## src/design/aaf_pkg.sv

```systemverilog
`timescale 1ns / 1ps

package aaf_pkg;

  localparam int MAX_ELEMENTS = 64;
  localparam int IDX_W        = $clog2(MAX_ELEMENTS);
  localparam int CNT_W        = $clog2(MAX_ELEMENTS + 1);
  localparam int DATA_W       = 32;
  localparam int SUM_W        = 38;
  // value * count, both taken as signed
  localparam int PROD_W       = DATA_W + CNT_W + 1;

  typedef logic [1:0] status_t;

  localparam status_t ST_OK         = 2'd0;
  localparam status_t ST_NONE_ABOVE = 2'd1;
  localparam status_t ST_OVERFLOW   = 2'd2;

  // controller -> datapath
  typedef struct packed {
    logic load;    // input transaction accepted
    logic scan;    // buffer walk in progress
    logic flush;   // emit closing result and clear the set
  } aaf_cmd_t;

  // datapath -> controller
  typedef struct packed {
    logic scan_done;
    logic out_free;
  } aaf_stat_t;

endpackage

```

## src/design/aaf_ctrl.sv

```systemverilog
`timescale 1ns / 1ps

module aaf_ctrl (
  input  logic             clk,
  input  logic             rst_n,
  input  logic             in_tvalid,
  input  logic             in_tlast,
  output logic             in_tready,
  input  aaf_pkg::aaf_stat_t stat,
  output aaf_pkg::aaf_cmd_t  cmd
);

  localparam logic [1:0] S_LOAD  = 2'd0;
  localparam logic [1:0] S_SCAN  = 2'd1;
  localparam logic [1:0] S_FLUSH = 2'd2;

  logic [1:0] state_r;
  logic [1:0] state_nxt;
  logic       accept;

  assign in_tready = (state_r == S_LOAD);
  assign accept    = in_tvalid && in_tready;

  always_comb begin
    cmd.load  = accept;
    cmd.scan  = (state_r == S_SCAN);
    cmd.flush = (state_r == S_FLUSH) && stat.out_free;
  end

  always_comb begin
    state_nxt = state_r;
    unique case (state_r)
      S_LOAD: begin
        if (accept && in_tlast) state_nxt = S_SCAN;
      end
      S_SCAN: begin
        if (stat.scan_done) state_nxt = S_FLUSH;
      end
      S_FLUSH: begin
        if (stat.out_free) state_nxt = S_LOAD;
      end
      default: state_nxt = S_LOAD;
    endcase
  end

  always_ff @(posedge clk) begin
    if (!rst_n) begin
      state_r <= S_LOAD;
    end else begin
      state_r <= state_nxt;
    end
  end

endmodule

```

## src/design/aaf_dp.sv

```systemverilog
`timescale 1ns / 1ps

module aaf_dp (
  input  logic                              clk,
  input  logic                              rst_n,
  input  aaf_pkg::aaf_cmd_t                 cmd,
  output aaf_pkg::aaf_stat_t                stat,
  input  logic signed [aaf_pkg::DATA_W-1:0] sample,
  output logic signed [aaf_pkg::DATA_W-1:0] picked,
  output logic                              end_of_run,
  output aaf_pkg::status_t                  status,
  output logic                              out_valid,
  input  logic                              out_ready
);

  logic [aaf_pkg::DATA_W-1:0] mem [aaf_pkg::MAX_ELEMENTS];

  logic signed [aaf_pkg::SUM_W-1:0]  sum_r;
  logic [aaf_pkg::CNT_W-1:0]         cnt_r;
  logic                              ovf_r;
  logic [aaf_pkg::CNT_W-1:0]         idx_r;

  logic                              v1_r;
  logic [aaf_pkg::DATA_W-1:0]        rdata_r;
  logic                              v2_r;
  logic [aaf_pkg::DATA_W-1:0]        val2_r;
  logic signed [aaf_pkg::PROD_W-1:0] prod_r;

  logic                              pend_v_r;
  logic [aaf_pkg::DATA_W-1:0]        pend_r;

  logic                              out_valid_r;
  logic [aaf_pkg::DATA_W-1:0]        out_data_r;
  logic                              out_last_r;
  aaf_pkg::status_t                  out_status_r;

  logic                              adv;
  logic                              room;
  logic                              issue;
  logic                              hit;
  logic                              take;
  logic signed [aaf_pkg::PROD_W-1:0] prod_nxt;
  logic signed [aaf_pkg::PROD_W-1:0] sum_ext;
  aaf_pkg::status_t                  ok_status;

  // whole scan pipeline stalls while a result sits untaken
  assign adv   = !out_valid_r || out_ready;
  assign room  = (cnt_r < aaf_pkg::CNT_W'(aaf_pkg::MAX_ELEMENTS));
  assign issue = cmd.scan && adv && (idx_r < cnt_r);

  assign prod_nxt = $signed({{(aaf_pkg::PROD_W - aaf_pkg::DATA_W){rdata_r[aaf_pkg::DATA_W-1]}},
                             rdata_r}) *
                    $signed(aaf_pkg::PROD_W'(cnt_r));
  assign sum_ext  = $signed({{(aaf_pkg::PROD_W - aaf_pkg::SUM_W){sum_r[aaf_pkg::SUM_W-1]}},
                             sum_r});
  assign hit      = prod_r > sum_ext;
  assign take     = cmd.scan && adv && v2_r && hit;

  assign ok_status = ovf_r ? aaf_pkg::ST_OVERFLOW : aaf_pkg::ST_OK;

  assign stat.scan_done = (idx_r == cnt_r) && !v1_r && !v2_r;
  assign stat.out_free  = adv;

  always_ff @(posedge clk) begin
    if (cmd.load && room) begin
      mem[cnt_r[aaf_pkg::IDX_W-1:0]] <= sample;
    end
    if (issue) begin
      rdata_r <= mem[idx_r[aaf_pkg::IDX_W-1:0]];
    end
  end

  // set accumulation and walk pointer
  always_ff @(posedge clk) begin
    if (!rst_n) begin
      sum_r <= '0;
      cnt_r <= '0;
      ovf_r <= 1'b0;
      idx_r <= '0;
    end else if (cmd.flush) begin
      sum_r <= '0;
      cnt_r <= '0;
      ovf_r <= 1'b0;
      idx_r <= '0;
    end else begin
      if (cmd.load) begin
        if (room) begin
          sum_r <= sum_r + {{(aaf_pkg::SUM_W - aaf_pkg::DATA_W){sample[aaf_pkg::DATA_W-1]}},
                            sample};
          cnt_r <= cnt_r + 1'b1;
        end else begin
          ovf_r <= 1'b1;
        end
      end
      if (issue) idx_r <= idx_r + 1'b1;
    end
  end

  // read -> multiply pipeline
  always_ff @(posedge clk) begin
    if (!rst_n) begin
      v1_r <= 1'b0;
      v2_r <= 1'b0;
    end else if (adv) begin
      v1_r <= issue;
      v2_r <= v1_r;
    end
  end

  always_ff @(posedge clk) begin
    if (adv) begin
      prod_r <= prod_nxt;
      val2_r <= rdata_r;
    end
  end

  // one hit is held back so the final one can carry tlast
  always_ff @(posedge clk) begin
    if (!rst_n) begin
      pend_v_r <= 1'b0;
    end else if (cmd.flush) begin
      pend_v_r <= 1'b0;
    end else if (take) begin
      pend_v_r <= 1'b1;
    end
  end

  always_ff @(posedge clk) begin
    if (take) pend_r <= val2_r;
  end

  always_ff @(posedge clk) begin
    if (!rst_n) begin
      out_valid_r <= 1'b0;
    end else if (cmd.flush || (take && pend_v_r)) begin
      out_valid_r <= 1'b1;
    end else if (out_ready) begin
      out_valid_r <= 1'b0;
    end
  end

  always_ff @(posedge clk) begin
    if (cmd.flush) begin
      out_last_r <= 1'b1;
      if (pend_v_r) begin
        out_data_r   <= pend_r;
        out_status_r <= ok_status;
      end else begin
        out_data_r   <= '0;
        out_status_r <= ovf_r ? aaf_pkg::ST_OVERFLOW : aaf_pkg::ST_NONE_ABOVE;
      end
    end else if (take && pend_v_r) begin
      out_data_r   <= pend_r;
      out_last_r   <= 1'b0;
      out_status_r <= ok_status;
    end
  end

  assign out_valid  = out_valid_r;
  assign picked     = out_data_r;
  assign end_of_run = out_last_r;
  assign status     = out_status_r;

endmodule

```

## src/design/above_average_filter.sv

```systemverilog
`timescale 1ns / 1ps

// Loads a set of signed 32-bit samples, one per cycle, up to 64 of them; the
// transaction with in_tlast set closes the set (samples past 64 are dropped and
// flag overflow). The block then stops taking input and walks its buffer once,
// one entry per cycle through a read/multiply pipeline, emitting in order every
// sample whose value times count exceeds the sum (strictly above the mean). The
// last result carries out_tlast. If nothing is above the mean a single result
// with zero data and status 1 is given; status 2 marks an overflowed set.
// The walk halts whenever a result waits untaken in the output register, so
// a stalled output lengthens the walk and delays the closing result.
module above_average_filter (
  input  logic        clk,
  input  logic        rst_n,
  input  logic        in_tvalid,
  output logic        in_tready,
  input  logic [31:0] in_tdata,   // [31:0] sample
  input  logic        in_tlast,   // final_item
  output logic        out_tvalid,
  input  logic        out_tready,
  output logic [31:0] out_tdata,  // [31:0] picked
  output logic        out_tlast,  // end_of_run
  output logic [1:0]  out_tuser   // [1:0] status
);

  aaf_pkg::aaf_cmd_t  cmd;
  aaf_pkg::aaf_stat_t stat;

  aaf_ctrl u_ctrl (
    .clk       (clk),
    .rst_n     (rst_n),
    .in_tvalid (in_tvalid),
    .in_tlast  (in_tlast),
    .in_tready (in_tready),
    .stat      (stat),
    .cmd       (cmd)
  );

  aaf_dp u_dp (
    .clk        (clk),
    .rst_n      (rst_n),
    .cmd        (cmd),
    .stat       (stat),
    .sample     (in_tdata),
    .picked     (out_tdata),
    .end_of_run (out_tlast),
    .status     (out_tuser),
    .out_valid  (out_tvalid),
    .out_ready  (out_tready)
  );

endmodule

```

## config.mk

```make
export PLATFORM = sky130hd
export DESIGN_NAME = above_average_filter
export DESIGN_NICKNAME = d
export VERILOG_FILES = /design/src/design/aaf_pkg.sv /design/src/design/aaf_ctrl.sv /design/src/design/aaf_dp.sv /design/src/design/above_average_filter.sv
export SDC_FILE = /design/constraint.sdc
export NUM_CORES = 2
export LEC_CHECK = 0
export BUFFER_PORTS_ARGS = -buffer_cell sky130_fd_sc_hd__buf_2
export CORE_UTILIZATION = 35
export DETAILED_ROUTE_END_ITERATION = 8
export SYNTH_ARGS = -nofsm -noshare
export SYNTH_HDL_FRONTEND = slang
export SYNTH_HIERARCHICAL = 1
export SYNTH_SLANG_ARGS = --single-unit
```

## constraint.sdc

```tcl
create_clock -name clk -period 6.7 [get_ports clk]
set_input_delay 0.335 -clock clk [delete_from_list [all_inputs] [get_ports clk]]
set_output_delay 0.335 -clock clk [all_outputs]
set_load 0.05 [all_outputs]
```

==> impl_metrics.yaml <==
timing:
  report.final.slew_viol_count: 0
  fin_crit_sh_pct: 90.98
  max_freq_ghz: 0.1641
  skew_ps: 59.34
  rsz0062_at_grt: "false"
  worst_hold_slack_ps: 52.54
  tightest_slew_ps: 1385
  finalCriticalPeriod_ps: 6096
  setup_viol: 0
  max_slew_margin_pct: 7.571
  setup-tns-final_ps: 0
  hold_violations: 0
worst_setup_path:
  worstPathRequired_ps: 7310
  path_common_cell: "fa_1"
  cp-end-kind: "register"
  reg2regPathDepth: 17
  critPathKind: "reg -> reg"
  critPathLaunchType: "register"
  path_cells: "and2_1 > fa_1 > fa_1 > fa_1 > inv_1 > fa_1 > inv_1 > ha_1 > a211oi_1 > o211ai_1 > a41oi_1 > nand4_1 > a21oi_1 > o21ai_1 > a31o_1 > a21oi_1 > xnor2_1"
  r2r_slack_ps: 600
  cp_slowest_stage_delay_ps: 1170
  crit_slowest_cell: "dfxtp_1"
  crit_fanout: 29
  cp.arrival_ps: 6700
yosys:
  post-synth-top-area-cell: "edfxtp_1"
  synth_seq_cells: 2278
  syn-num-nets: 5190
  async_flop_share_pct: 0
  synth_edf_count: 2218
  seq_area_frac_synth_pct: 70.25
  yosysUniqueCellTypes: 79
  synth_top_area_share_pct: 69.00
  netlist_top_cells_area: "edfxtp_1, mux4_2, fa_1, ha_1, and2_1"
  yosysWarnings: 6
  syn-cell-area_um2: 96520
  syn_inst: 4819
  syn_avg_cell_area_um2: 20.03
  synthFlopType: "edfxtp_1"
cts:
  cts_sinks: 2278
  numCtsBuffers: 227
  clkSlewWorstSetupHoldPaths_ps: 60
  cts_root_buffer: "clkbuf_16"
  insertion_delay_ps: 880
  cts_setup_buffers: 0
  clockBufferDepth: 3
  htree_levels: 4
  cts_tree: "yes"
place:
  placed_cell_area_um2: 102200
  port_buffers: 73
  gp_congestion: 0.8398
  place_hpwl_um: 145800
route:
  first_pass_iters: 5
  routed_wl_um: 240600
  ant_nets: 0
  avgRoutedWirePerCell_um: 27.15
  drcViolationCount: 0
  first_iter_violations: 4999
  vias: 47430
  viasPerCell: 5.353
die:
  coreArea_um2: 273900
  ios: 74
  initial_core_util_pct: 35.24
  row_count: 192
  fp.dieW_um: 527.1
  die_h_um: 527.1
  die-area_um2: 277900
finish:
  final_cell_mix: "edfxtp_1, mux4_2, inv_1"
  drive_gt1_share_pct: 24.83
  syn_to_final_growth_pct: 13.99
  final_nets: 5440
  fin_area_um2: 110000
  final_common_cell: "edfxtp_1"
grt:
  antenna_found_initial: 28
  grt_max_degree: 110
  grt.overflow.total: 0
  grt.total_usage_pct: 17.34
  grt_pass1_vias: 48620
  grt_pass1_wl_um: 349500
power:
  power_uw: 30740
  ir_drop_mv: 0.2783
  p_leak_uw: 0.03559
  power.density_nw_per_um2: 279.4
worst_hold_path:
  hp-class: "in -> reg"
  worstHoldPathCells: 1
run:
  cap_violations: 0
run_status:
  outcome: "finished clean"
[final timing paths]
path                                    from                        end
setup / recovery  u_dp/cnt_r[4]$_SDFFE_PP0P_  u_dp/prod_r[39]$_DFFE_PN_
hold / removal                  in_tdata[16]  u_dp/mem[2][16]$_DFFE_PP_
setup reg to reg  u_dp/cnt_r[4]$_SDFFE_PP0P_  u_dp/prod_r[39]$_DFFE_PN_
hold reg to reg    u_dp/val2_r[25]$_DFFE_PN_  u_dp/pend_r[25]$_DFFE_PP_
[metal layers]
metal / share of wire (%) / vias to the layer above / track usage (%)
li1: - / 19830 / -
met1: 43 / 25740 / 24.41
met2: 49 / 1594 / 28.17
met3: 6.9 / 265 / 3.162
met4: 1.6 / 2 / 3.429
met5: 0.0050 / - / 0
[metrics by stage]
| stage | cells | setup slack [ps] | util [%] |
|---|---|---|---|
| after detailed placement | 8410 | 586.9 | 37.30 |
| after CTS | 8853 | 596.9 | 40.17 |
| after global placement | 8410 | 684.9 | 37.30 |
| final | 8860 | 604.3 | 40.18 |
| after global routing | 8856 | 153.5 | 40.17 |
| after floorplan | 4819 | 71.81 | - |
[logic make-up (layout without fill, tap and decap cells)]
| logic type | count (synthesis) | count (layout) | share of synthesized area [%] |
|---|---|---|---|
| DFF | 2278 | 2278 | 70.25 |
| muxes | 678 | 678 | 15.74 |
| and+or+nand+nor | 669 | 669 | 3.604 |
| buffers and inverters | 479 | 924 | 2.027 |
| adders and majority gates | 334 | 334 | 5.628 |
| AOI/OAI and AO/OA | 312 | 312 | 2.123 |
| xor gates and xnor gates | 69 | 69 | 0.6261 |
| other | 0 | 7 | 0 |
[timing repair]
action / CTS / global route
hold buffers: 19 / 0
gates resized for setup: 0 / 0
hold endpoints to repair: 111 / 0
[sequential cells by signal, summed over array words and instances, names as in the netlist, 2 cells and up]
signal / flops
u_dp/mem: 2048
u_dp/prod_r: 40
u_dp/sum_r: 38
u_dp/pend_r: 32
u_dp/picked: 32
u_dp/rdata_r: 32
u_dp/val2_r: 32
u_dp/cnt_r: 7
u_dp/idx_r: 7
u_ctrl/state_r: 2
u_dp/status: 2
[worst max-delay path, delay by kind of cell (launching register included)]
kind	cells	cell delay (ps)
AO/OA/AOI/OAI	7	1750
XOR/XNOR	1	80
adder cells (fa/ha/maj)	5	2330
buffers and inverters	2	90
flip-flops	1	1170
AND/OR/NAND/NOR	2	420
[final cells by class]
cell class              instances  area [µm²]
inverters                     266       998.5
multi-input cells            2062       27270
clock inverters               149        1742
diodes                          7       17.52
well taps                    3589        4491
clock buffers                 275        5913
repair buffers                234        1772
fillers                     24200      163800
flip-flops and latches       2278       67830
[report_power, final]
part           internal (µW)  switching [µW]
Clock                   7500            5490
Sequential             15800             121
Combinational            719            1130
Total                  24000            6740
[synth_stat cells, drive strengths merged, types with 60 or more instances]
master and number:
inv 265, buf 80, clkbuf 133, edfxtp 2218, a21oi 111, ha 167
and2 241, nor2 135, fa 167, mux4 672, dfxtp 60, nand2 138
Note: power is estimated with default switching activity, not from simulation.
